## src/hdl/tlms_pkg.sv

```systemverilog
// tlms_pkg: shared widths, operation codes, status codes and cell control
// struct for the two-list median select block
// no dependencies
package tlms_pkg;

    localparam int DATA_W = 32;
    localparam int OP_W   = 2;
    localparam int ST_W   = 2;

    localparam logic [OP_W-1:0] OP_LOAD_FIRST  = 2'd0;
    localparam logic [OP_W-1:0] OP_LOAD_SECOND = 2'd1;
    localparam logic [OP_W-1:0] OP_QUERY       = 2'd2;

    typedef enum logic [ST_W-1:0] {
        STATUS_OK    = 2'd0,
        STATUS_EMPTY = 2'd1,
        STATUS_FULL  = 2'd2
    } status_t;

    // per-list control broadcast to every cell of a chain
    typedef struct packed {
        logic load;
        logic pop;
        logic clear;
    } cell_ctl_t;

endpackage

```

## src/hdl/tlms_ifs.sv

```systemverilog
// tlms_req_if / tlms_rsp_if: valid-ready channels for request and result items
// depends on tlms_pkg
interface tlms_req_if;
    logic                                 valid;
    logic                                 ready;
    logic [tlms_pkg::OP_W-1:0]            op;
    logic signed [tlms_pkg::DATA_W-1:0]   value;

    modport source (output valid, output op, output value, input ready);
    modport sink   (input valid, input op, input value, output ready);
endinterface

interface tlms_rsp_if;
    logic                                 valid;
    logic                                 ready;
    logic signed [tlms_pkg::DATA_W-1:0]   median;
    logic [tlms_pkg::ST_W-1:0]            status;

    modport source (output valid, output median, output status, input ready);
    modport sink   (input valid, input median, input status, output ready);
endinterface

```

## src/hdl/tlms_cell.sv

```systemverilog
// tlms_cell: one storage cell of a list chain; fills when it is the first
// empty cell, takes its upper neighbor's contents on a pop
// depends on tlms_pkg
module tlms_cell
(
    input  logic                                 clk,
    input  logic                                 rst_n,
    input  tlms_pkg::cell_ctl_t                  ctl,
    input  logic signed [tlms_pkg::DATA_W-1:0]   load_value,
    input  logic                                 prev_valid,
    input  logic                                 next_valid,
    input  logic signed [tlms_pkg::DATA_W-1:0]   next_value,
    output logic                                 valid,
    output logic signed [tlms_pkg::DATA_W-1:0]   value
);

    logic                                valid_reg;
    logic                                valid_next;
    logic signed [tlms_pkg::DATA_W-1:0]  value_reg;
    logic signed [tlms_pkg::DATA_W-1:0]  value_next;

    always_comb
    begin
        valid_next = valid_reg;
        value_next = value_reg;
        if (ctl.clear)
        begin
            valid_next = 1'b0;
        end
        else if (ctl.pop)
        begin
            valid_next = next_valid;
            value_next = next_value;
        end
        else if (ctl.load && !valid_reg && prev_valid)
        begin
            valid_next = 1'b1;
            value_next = load_value;
        end
    end

    always_ff @(posedge clk or negedge rst_n)
    begin
        if (!rst_n)
        begin
            valid_reg <= 1'b0;
        end
        else
        begin
            valid_reg <= valid_next;
        end
    end

    always_ff @(posedge clk)
    begin
        value_reg <= value_next;
    end

    assign valid = valid_reg;
    assign value = value_reg;

endmodule

```

## src/hdl/tlms_list.sv

```systemverilog
// tlms_list: one list as a row of tlms_cell; the oldest element sits in
// cell 0 and pops shift the row down by one
// depends on tlms_pkg, tlms_cell
module tlms_list #(
    parameter int DEPTH = 64
)
(
    input  logic                                 clk,
    input  logic                                 rst_n,
    input  tlms_pkg::cell_ctl_t                  ctl,
    input  logic signed [tlms_pkg::DATA_W-1:0]   load_value,
    output logic                                 head_valid,
    output logic signed [tlms_pkg::DATA_W-1:0]   head_value
);

    logic                                valid_w [DEPTH];
    logic signed [tlms_pkg::DATA_W-1:0]  value_w [DEPTH];

    for (genvar i = 0; i < DEPTH; i++)
    begin : g_cell
        logic                                prev_valid;
        logic                                next_valid;
        logic signed [tlms_pkg::DATA_W-1:0]  next_value;

        if (i == 0)
        begin : g_first
            assign prev_valid = 1'b1;
        end
        else
        begin : g_mid
            assign prev_valid = valid_w[i-1];
        end

        if (i == DEPTH - 1)
        begin : g_last
            assign next_valid = 1'b0;
            assign next_value = '0;
        end
        else
        begin : g_inner
            assign next_valid = valid_w[i+1];
            assign next_value = value_w[i+1];
        end

        tlms_cell u_cell
        (
            .clk        (clk),
            .rst_n      (rst_n),
            .ctl        (ctl),
            .load_value (load_value),
            .prev_valid (prev_valid),
            .next_valid (next_valid),
            .next_value (next_value),
            .valid      (valid_w[i]),
            .value      (value_w[i])
        );
    end

    assign head_valid = valid_w[0];
    assign head_value = value_w[0];

endmodule

```

## src/hdl/two_list_median_select.sv

```systemverilog
// two_list_median_select: lower median of two ascending lists held in two
// cell chains, found by a two-pointer merge walk over the chain heads
// depends on tlms_pkg, tlms_ifs, tlms_list
//
//  channel | dir | handshake     | payload
//  req     | in  | valid / ready | op[1:0], value[31:0] signed
//  rsp     | out | valid / ready | median[31:0] signed, status[1:0]
//
// a load is taken without a walk; a full-list load yields a status item
// a query walks the chain heads for rank+1 pops after acceptance, rank = (n+m-1)/2,
// one chain pop per cycle; an empty-list query answers at once
// req.ready is low during the walk and while an undelivered result waits
// reset empties both lists at once; no clearing pass
module two_list_median_select #(
    parameter int LIST_DEPTH = 64
)
(
    input  logic            clk,
    input  logic            rst_n,
    tlms_req_if.sink        req,
    tlms_rsp_if.source      rsp
);

    localparam int CW = $clog2(LIST_DEPTH + 1);

    typedef enum logic {
        S_IDLE,
        S_WALK
    } state_t;

    state_t                               state_reg, state_next;
    logic [CW-1:0]                        cnt_a_reg, cnt_a_next;
    logic [CW-1:0]                        cnt_b_reg, cnt_b_next;
    logic [CW-1:0]                        remain_reg, remain_next;
    logic                                 out_valid_reg, out_valid_next;
    logic signed [tlms_pkg::DATA_W-1:0]   median_reg, median_next;
    logic [tlms_pkg::ST_W-1:0]            status_reg, status_next;

    tlms_pkg::cell_ctl_t                  ctl_a, ctl_b;
    logic                                 head_a_valid, head_b_valid;
    logic signed [tlms_pkg::DATA_W-1:0]   head_a, head_b;
    logic                                 slot_free, accept, take_first;
    logic [CW:0]                          sum_m1;

    tlms_list #(.DEPTH(LIST_DEPTH)) u_list_a
    (
        .clk        (clk),
        .rst_n      (rst_n),
        .ctl        (ctl_a),
        .load_value (req.value),
        .head_valid (head_a_valid),
        .head_value (head_a)
    );

    tlms_list #(.DEPTH(LIST_DEPTH)) u_list_b
    (
        .clk        (clk),
        .rst_n      (rst_n),
        .ctl        (ctl_b),
        .load_value (req.value),
        .head_valid (head_b_valid),
        .head_value (head_b)
    );

    assign slot_free = !out_valid_reg || rsp.ready;
    assign req.ready = (state_reg == S_IDLE) && slot_free;
    assign accept    = req.valid && req.ready;
    assign sum_m1    = {1'b0, cnt_a_reg} + {1'b0, cnt_b_reg} - {{CW{1'b0}}, 1'b1};

    // first list wins ties; an exhausted list never wins
    assign take_first = head_a_valid && (!head_b_valid || (head_a <= head_b));

    always_comb
    begin
        state_next     = state_reg;
        cnt_a_next     = cnt_a_reg;
        cnt_b_next     = cnt_b_reg;
        remain_next    = remain_reg;
        out_valid_next = out_valid_reg && !rsp.ready;
        median_next    = median_reg;
        status_next    = status_reg;
        ctl_a          = '0;
        ctl_b          = '0;

        case (state_reg)
            S_IDLE:
            begin
                if (accept)
                begin
                    case (req.op)
                        tlms_pkg::OP_LOAD_FIRST:
                        begin
                            if (cnt_a_reg == CW'(LIST_DEPTH))
                            begin
                                out_valid_next = 1'b1;
                                median_next    = '0;
                                status_next    = tlms_pkg::STATUS_FULL;
                            end
                            else
                            begin
                                ctl_a.load = 1'b1;
                                cnt_a_next = cnt_a_reg + 1'b1;
                            end
                        end
                        tlms_pkg::OP_LOAD_SECOND:
                        begin
                            if (cnt_b_reg == CW'(LIST_DEPTH))
                            begin
                                out_valid_next = 1'b1;
                                median_next    = '0;
                                status_next    = tlms_pkg::STATUS_FULL;
                            end
                            else
                            begin
                                ctl_b.load = 1'b1;
                                cnt_b_next = cnt_b_reg + 1'b1;
                            end
                        end
                        tlms_pkg::OP_QUERY:
                        begin
                            if (cnt_a_reg == '0 || cnt_b_reg == '0)
                            begin
                                out_valid_next = 1'b1;
                                median_next    = '0;
                                status_next    = tlms_pkg::STATUS_EMPTY;
                                ctl_a.clear    = 1'b1;
                                ctl_b.clear    = 1'b1;
                                cnt_a_next     = '0;
                                cnt_b_next     = '0;
                            end
                            else
                            begin
                                remain_next = sum_m1[CW:1];
                                state_next  = S_WALK;
                            end
                        end
                        default:
                        begin
                        end
                    endcase
                end
            end
            S_WALK:
            begin
                ctl_a.pop = take_first;
                ctl_b.pop = !take_first;
                if (remain_reg == '0)
                begin
                    out_valid_next = 1'b1;
                    median_next    = take_first ? head_a : head_b;
                    status_next    = tlms_pkg::STATUS_OK;
                    ctl_a.clear    = 1'b1;
                    ctl_b.clear    = 1'b1;
                    cnt_a_next     = '0;
                    cnt_b_next     = '0;
                    state_next     = S_IDLE;
                end
                else
                begin
                    remain_next = remain_reg - 1'b1;
                end
            end
            default:
            begin
                state_next = S_IDLE;
            end
        endcase
    end

    always_ff @(posedge clk or negedge rst_n)
    begin
        if (!rst_n)
        begin
            state_reg     <= S_IDLE;
            cnt_a_reg     <= '0;
            cnt_b_reg     <= '0;
            remain_reg    <= '0;
            out_valid_reg <= 1'b0;
            median_reg    <= '0;
            status_reg    <= '0;
        end
        else
        begin
            state_reg     <= state_next;
            cnt_a_reg     <= cnt_a_next;
            cnt_b_reg     <= cnt_b_next;
            remain_reg    <= remain_next;
            out_valid_reg <= out_valid_next;
            median_reg    <= median_next;
            status_reg    <= status_next;
        end
    end

    assign rsp.valid  = out_valid_reg;
    assign rsp.median = median_reg;
    assign rsp.status = status_reg;

endmodule

```

## src/flat_wrapper.sv

```systemverilog
// flat-port wrapper written by rule: the top's interface ports become plain ports
module two_list_median_select_flat 
#(
    parameter int LIST_DEPTH = 64
)
  (clk, rst_n, req_valid, req_op, req_value, req_ready, rsp_valid, rsp_median, rsp_status, rsp_ready);
  tlms_req_if req_i ();
  tlms_rsp_if rsp_i ();
  input  logic clk;
  input  logic rst_n;
  input wire logic [$bits(req_i.valid)-1:0] req_valid;
  input wire logic [$bits(req_i.op)-1:0] req_op;
  input wire logic [$bits(req_i.value)-1:0] req_value;
  output wire logic [$bits(req_i.ready)-1:0] req_ready;
  output wire logic [$bits(rsp_i.valid)-1:0] rsp_valid;
  output wire logic [$bits(rsp_i.median)-1:0] rsp_median;
  output wire logic [$bits(rsp_i.status)-1:0] rsp_status;
  input wire logic [$bits(rsp_i.ready)-1:0] rsp_ready;
  assign req_i.valid = req_valid;
  assign req_i.op = req_op;
  assign req_i.value = req_value;
  assign req_ready = req_i.ready;
  assign rsp_valid = rsp_i.valid;
  assign rsp_median = rsp_i.median;
  assign rsp_status = rsp_i.status;
  assign rsp_i.ready = rsp_ready;
  two_list_median_select #(.LIST_DEPTH(LIST_DEPTH)) u_core (.clk(clk), .rst_n(rst_n), .req(req_i), .rsp(rsp_i));
endmodule
```

## config.mk

```make
export PLATFORM = sky130hd
export DESIGN_NAME = two_list_median_select_flat
export DESIGN_NICKNAME = d
export VERILOG_FILES = /design/src/hdl/tlms_pkg.sv /design/src/hdl/tlms_ifs.sv /design/src/hdl/tlms_cell.sv /design/src/hdl/tlms_list.sv /design/src/hdl/two_list_median_select.sv /design/src/flat_wrapper.sv
export SDC_FILE = /design/constraint.sdc
export NUM_CORES = 2
export LEC_CHECK = 0
export BUFFER_PORTS_ARGS = -buffer_cell sky130_fd_sc_hd__buf_2
export CAP_MARGIN = 20
export CORE_ASPECT_RATIO = 0.5
export CORE_UTILIZATION = 59
export CTS_BUF_LIST = sky130_fd_sc_hd__clkbuf_4
export DETAILED_ROUTE_END_ITERATION = 12
export PLACE_DENSITY = 0.75
export SETUP_SLACK_MARGIN = 0.5
export SLEW_MARGIN = 20
export SYNTH_ARGS = -nofsm -noshare
export SYNTH_HDL_FRONTEND = slang
export SYNTH_SLANG_ARGS = --single-unit
```

## constraint.sdc

```tcl
create_clock -name clk -period 15.1 [get_ports clk]
set_input_delay 1.51 -clock clk [delete_from_list [all_inputs] [get_ports clk]]
set_output_delay 1.51 -clock clk [all_outputs]
set_load 0.02 [all_outputs]
```

Word-level counts from Yosys, hierarchy flattened
Index checks and enable logic that the tools add are counted.

word-level totals
  word-level logic and storage cells = 1767
  output and inout bits = 36
  memory bits (read-only) = 0
  flip-flop bits (word level) = 4281
  memories kept = 0
  bits in latches = 0
  memory bits (writable) = 0

cells by class
  multiply operators = 0
  order comparisons = 1
  reduce and logical (&&, ||, !) cells = 784
  bitwise logic cells = 2
  shift operators = 0
  eq/ne operators = 17
  div/mod/pow operators = 0
  mux-type cells = 695
  add/subtract/negate cells = 5

operators by type and width
  operator                                          count
  two-way mux 32 bit                                260
  two-way mux 1 bit                                 407
  nonzero test 3 bit                                128
  logical AND 1 bit                                 258
  AND reduction 2 bit                               128
  nonzero test 2 bit                                128
  zero test 1 bit                                   131
  one-hot mux 32 bit (3 select lines)               1
  two-way mux 7 bit                                 10
  one-hot mux 7 bit (2 select lines)                5
  one-hot mux 32 bit (2 select lines)               1
  less-or-equal comparator 32 bit                   1
  zero test 7 bit                                   3
  != test 3 bit, second input constant              7
  adder 7 x 1 -> 7 bit, second input constant       2
  equality test 7 bit, second input constant        2
  two-way mux 2 bit                                 5
  AND reduction 5 bit                               2
  adder 7 x 7 -> 8 bit                              1
  != test 2 bit, second input constant              4
  subtractor 8 x 1 -> 8 bit, second input constant  1
  subtractor 7 x 1 -> 7 bit, second input constant  1
  one-hot mux 1 bit (2 select lines)                3
  one-hot mux 2 bit (3 select lines)                1
  other kinds (11)                                  14

Logic depth before layout (Yosys ltp)
  depth after elaboration = 11
  depth in mapped cells = 14

Hierarchy
From an unflattened synthesis, not the netlist that was laid out.

unflattened totals
  cells, all modules = 10137
  area total of the unflattened synthesis = 203463.9 um^2

by module, submodules not included
  module                  area an instance (um^2)  cells an instance  times used
  tlms_cell               1554.0                   75                 128
  two_list_median_select  4538.1                   533                1
  tlms_list               7.5                      2                  2

Least setup slack after synthesis
Ideal clock, no wire load.

  path kind = input -> register
  start point = input rsp_ready
  end point = register u_core.u_list_a.g_cell[26].u_cell.value_reg, in the netlist u_core.u_list_a.g_cell[26].u_cell.value[0] (enable)
  setup time = 0.432 ns
  setup slack = 9.882 ns
  data required time = 14.668 ns
  stages = 8
  path buffers = 2
  data arrival time = 4.786 ns
  cells stage by stage = nor2b_1 -> nor2_1 -> nand2_1 -> nor2_1 -> clkbuf_1 -> clkbuf_1 -> nand3b_1 -> a21oi_1

between the ends
  word-level cells in the longest chain between the ends = 9

ends and longest elaborated chain
  what                                      line                          text
  from (decl)                               flat_wrapper.sv:18            input wire logic [$bits(rsp_i.ready)-1:0] rsp_ready;
  logical OR 1 bit (*)                      two_list_median_select.sv:65  assign slot_free = !out_valid_reg || rsp.ready;
  logical AND 1 bit (*)                     two_list_median_select.sv:66  assign req.ready = (state_reg == S_IDLE) && slot_free;
  via req_ready                             flat_wrapper.sv:14            output wire logic [$bits(req_i.ready)-1:0] req_ready;
  logical AND 1 bit (*)                     two_list_median_select.sv:67  assign accept = req.valid && req.ready;
  two-way mux 1 bit                         two_list_median_select.sv:88  if (accept)
  two-way mux 1 bit                         two_list_median_select.sv:85  case (state_reg)
  logical AND 1 bit (2 in a row)            tlms_cell.sv:35               else if (ctl.load && !valid_reg && prev_valid)
  nonzero test 2 bit (no source line)       --
  AND reduction 2 bit (no source line) (*)  --
  to (signal assigned)                      tlms_cell.sv:56               value_reg <= value_next;
  to (decl)                                 tlms_cell.sv:19               logic signed [tlms_pkg::DATA_W-1:0] value_reg;

The timed path passes the listed nets; every way through them passes the cells marked *.
A chain may end at the register's enable or synchronous reset.

Final worst setup path
  start point = register u_core.u_list_b.g_cell[0].u_cell.value_reg, in the netlist u_core.u_list_b.g_cell[0].u_cell.value[19]
  end point = register u_core.u_list_b.g_cell[28].u_cell.value_reg, in the netlist u_core.u_list_b.g_cell[28].u_cell.value[10] (data pin)

between the ends
  word-level cells in the longest chain between the ends = 6

ends and longest elaborated chain
  what                             line                           text
  from (decl)                      tlms_cell.sv:19
  from (signal assigned)           tlms_cell.sv:56
  less-or-equal comparator 32 bit  two_list_median_select.sv:71   assign take_first = head_a_valid && (!head_b_valid || (head_a <= head_b));
  logical OR 1 bit                 two_list_median_select.sv:71
  logical AND 1 bit                two_list_median_select.sv:71
  zero test 1 bit                  two_list_median_select.sv:146  ctl_b.pop = !take_first;
  two-way mux 1 bit                two_list_median_select.sv:85
  two-way mux 32 bit               tlms_cell.sv:30                else if (ctl.pop)
  to (signal assigned)             tlms_cell.sv:56
  to (decl)                        tlms_cell.sv:19

Every way passes these cells.

==> summary.md <==
| Metric | Value |
|---|---|
| Final worst setup slack | `8.59 ns` |
| Crit path max fanout | `169` |
| Area after DPL | `188000 sq um` |
| # fillers | `20800` |
| ANT nets after route | `0` |
| EDFF count, synth | `4096` |
| Maximum clock insertion buffer count | `4` |
| Placed cell count | `14100` |
| Routed WL | `371 mm` |
| YS warnings | `0` |
| CTS H-tree lvls | `6` |
| Root Buffer | `clkbuf_4` |
| Pint | `17.5 mW` |
| Reg clk slew, reported paths | `0.08 ns` |
| Worst hold margin | `0.388 ns` |
| Critical path type | `flop to flop` |
| Drt pass-1 iters | `6` |
| Worst hold path type | `input pin to flop` |
| Fin area | `200000 sq um` |
| Layout cells sized above 1 | `0.296` |
| Compound-Gate Fraction of Synth Area | `0.100` |
| Reg2Reg Launch Point | `u_core.u_list_b.g_cell[0].u_cell.value[19]$_DFFE_PP_` |
| Non-filler cells, final | `15700` |
| Synth cell types | `61` |
| Final Hold Fails | `0` |
| Combinational Power Share | `0.026` |
| Yosys top cell area share | `0.670` |
| Seq cells post-synth | `4281` |
| Minimum clock period | `6.51 ns` |
| Crit. Startpoint | `u_core.u_list_b.g_cell[0].u_cell.value[19]$_DFFE_PP_` |
| R2r setup slk | `8.59 ns` |
| Hold Crit Depth | `4` |
| Die width | `791 um` |
| Switching power | `4.86 mW` |
| Slew margin rel. | `0.179` |
| First-pass GRT wire length | `574 mm` |
| Initial core utilization | `0.595` |
| Worst reg-to-reg path cell count | `12` |
| Max Freq | `154 MHz` |
| Slew @ Worst Pin | `1.23 ns` |
| FF-to-FF End | `u_core.u_list_b.g_cell[28].u_cell.value[10]$_DFFE_PP_` |
| Synth Area in Adders | `0.00379` |
| Largest family of logic cells by synthesized area | `multiplexers` |
| Critical Path RT | `16.30 ns` |
| Worst setup SP type | `flop` |
| Area Overhead vs Synth | `9.12%` |
| Switching Share | `0.218` |
| GRT Residual Overflow | `0` |
| Num CTS Buffers | `902` |
| Top cell type by total area after synthesis | `edfxtp_1` |
| Post-Synth XOR/XNOR Area | `0.000238` |
| Post-synthesis mux area share | `0.151` |
| Pin count of the biggest net entering global routing | `263` |
| Top_reg_cell synth | `edfxtp_1` |
| CTS sink cnt | `4281` |
| Syn Area/Cell | `17.3 sq um` |
| Post-layout util | `0.649` |
| Async SR Flop Fraction | `0.0432` |
| IO buf count | `73` |
| Initial antenna violation count | `17` |
| Hold Startpoint | `rsp_ready` |
| Total negative setup slack | `0 ns` |
| VDD IR max | `82.7 uV` |
| CTS tree | `built` |
| Hold EP | `u_core.rsp.valid$_DFF_PN0_` |
| Clock power frac | `0.397` |
| Routed length per placed instance | `23.6 um` |
| Run status | `complete, no violations` |
| Std-Cell Rows | `144` |
| Iter 0 DRT Violations | `8616` |
| Fin. max-slew vios | `0` |
| Reg power frac | `0.577` |
| Gpl congestion | `0.800` |
| Post-route clock period utilization | `0.431` |
| Die ar. | `314000 sq um` |
| # nets final | `11000` |
| RSZ-0062 raised after global routing | `no` |
| Vias | `93000` |
| Final Power | `22.3 mW` |
| HPWL after DPL | `199 mm` |
| Die Y | `396 um` |
| Later-pin clock latency in the skew report | `1.50 ns` |
| Final setup viols | `0` |
| LEAKAGE | `89.3 nW` |
| GRT Overall Usage | `0.234` |
| Max-cap violations | `0` |
| Critical path arrival | `7.71 ns` |
| Pwr dens | `111 nW/um^2` |
| Number of remaining DRC errors | `0` |
| Number of global-route vias before repair | `94100` |
| Simple-Gate Fraction of Synth Area | `0.0156` |
| Clock skew | `0.130 ns` |
| DP Worst Slack | `8.66 ns` |
| Core region area | `309000 sq um` |
| Syn Inst Count | `10600` |
| Mapped Nets | `10700` |
| Via density | `5.92` |
| Post-synthesis sequential area ratio | `0.695` |
| IO Pins | `74` |
| Ranking of synthesized cells by area | `edfxtp_1 (67%), a21o_1 (8.8%), mux2_4 (8.2%)` |
| CP Capture Type | `flop` |
| Cell Area, Synth | `184000 sq um` |
==> critical path: stages (launching register included) <==
cell and delay, ns:
edfxtp_1 0.35, inv_1 0.05, ha_1 0.32, a21oi_1 0.15
o21ai_0 0.14, a211oi_1 0.26, o211ai_1 0.26, or3_4 0.61
a31oi_4 0.78, buf_12 0.70, buf_12 0.81, buf_4 0.89
mux2_4 0.36
==> what timing repair did <==
item,4_1_cts,5_1_grt
buffers inserted,0,0
endpoints found under the hold margin,71,0
hold buffers,1,0
resized for setup,0,0
==> synth_stat cells, types with 35 or more instances <==
cell type / n
nand3b_1: 125
a21o_1: 2142
o21ai_0: 35
clkbuf_1: 437
buf_1: 35
ha_1: 54
mux2i_1: 125
inv_1: 103
nand2_1: 313
buf_4: 152
edfxtp_1: 4096
nor2_1: 52
mux2_2: 435
buf_6: 177
a21oi_1: 157
dfrtp_1: 185
mux2_1: 581
mux2_4: 1000
buf_2: 204
==> power by group through the flow <==
stage	clock network [mW]	logic, mW	registers (mW)
finish	8.86	0.580	12.9
global route	9.63	0.624	12.9
CTS	9.04	0.585	12.9
detailed placement	0	0.579	13.2
global placement	0	0.558	13.2
floorplan	0	0.350	13.2
==> layout by cell type (no fill, tap or decap), types with 30 or more instances in the layout <==
cell type and count:
edfxtp_1 4096, a21o_1 2142, clkbuf_4 1421, mux2_4 1000, mux2_1 581, mux2_2 435, nand2_1 313, dfrtp_1 184
buf_4 180, nand3b_1 125, mux2i_1 125, clkinv_1 116, inv_1 103, a21oi_4 103, buf_16 74, ha_1 54
buf_2 52, nor2_1 49, o21ai_0 35, a41oi_4 32, a31oi_1 32, and3_1 32, a221o_1 30
==> worst max-delay path by stage <==
stage               depth (start not counted)                                                    end  slack [ns]
floorplan                                   8   u_core.u_list_a.g_cell[26].u_cell.value[0]$_DFFE_PP_        9.88
detailed placement                         12  u_core.u_list_b.g_cell[11].u_cell.value[10]$_DFFE_PP_        8.66
global placement                           12  u_core.u_list_b.g_cell[11].u_cell.value[10]$_DFFE_PP_        8.73
finish                                     12  u_core.u_list_b.g_cell[28].u_cell.value[10]$_DFFE_PP_        8.59
CTS                                        12  u_core.u_list_b.g_cell[11].u_cell.value[10]$_DFFE_PP_        8.65
global route                               13   u_core.u_list_a.g_cell[34].u_cell.value[7]$_DFFE_PP_        8.37
==> layout make-up <==
type	instances	area (sq um)	share of cell area
Antenna cell	13	32.5	0.000162
Clock inverter	166	973	0.00486
Clock buffer	1421	10700	0.0532
Timing Repair Buffer	328	4050	0.0202
Multi-Input combinational cell	5248	51400	0.257
Inverter	103	387	0.00193
Sequential cell	4281	128000	0.637
Tap cell	4161	5210	0.0260
==> layer usage <==
layer / vias up / global-route usage / wire, um
met2: 2795 / 0.353 / 169000
li1: 41700 / - / -
met4: 10 / 0.0609 / 7590
met3: 504 / 0.0449 / 22500
met1: 48100 / 0.353 / 171000
met5: - / 0 / 72
==> cell families after synthesis <==
logic type,Yosys count
flip-flops,4281
buffers and inverters,1108
XOR/XNOR,5
AO/OA/AOI/OAI,2465
AND/OR/NAND/NOR,582
adder cells (fa/ha/maj),55
multiplexers,2141
Note: power is estimated with default switching activity, not from simulation.
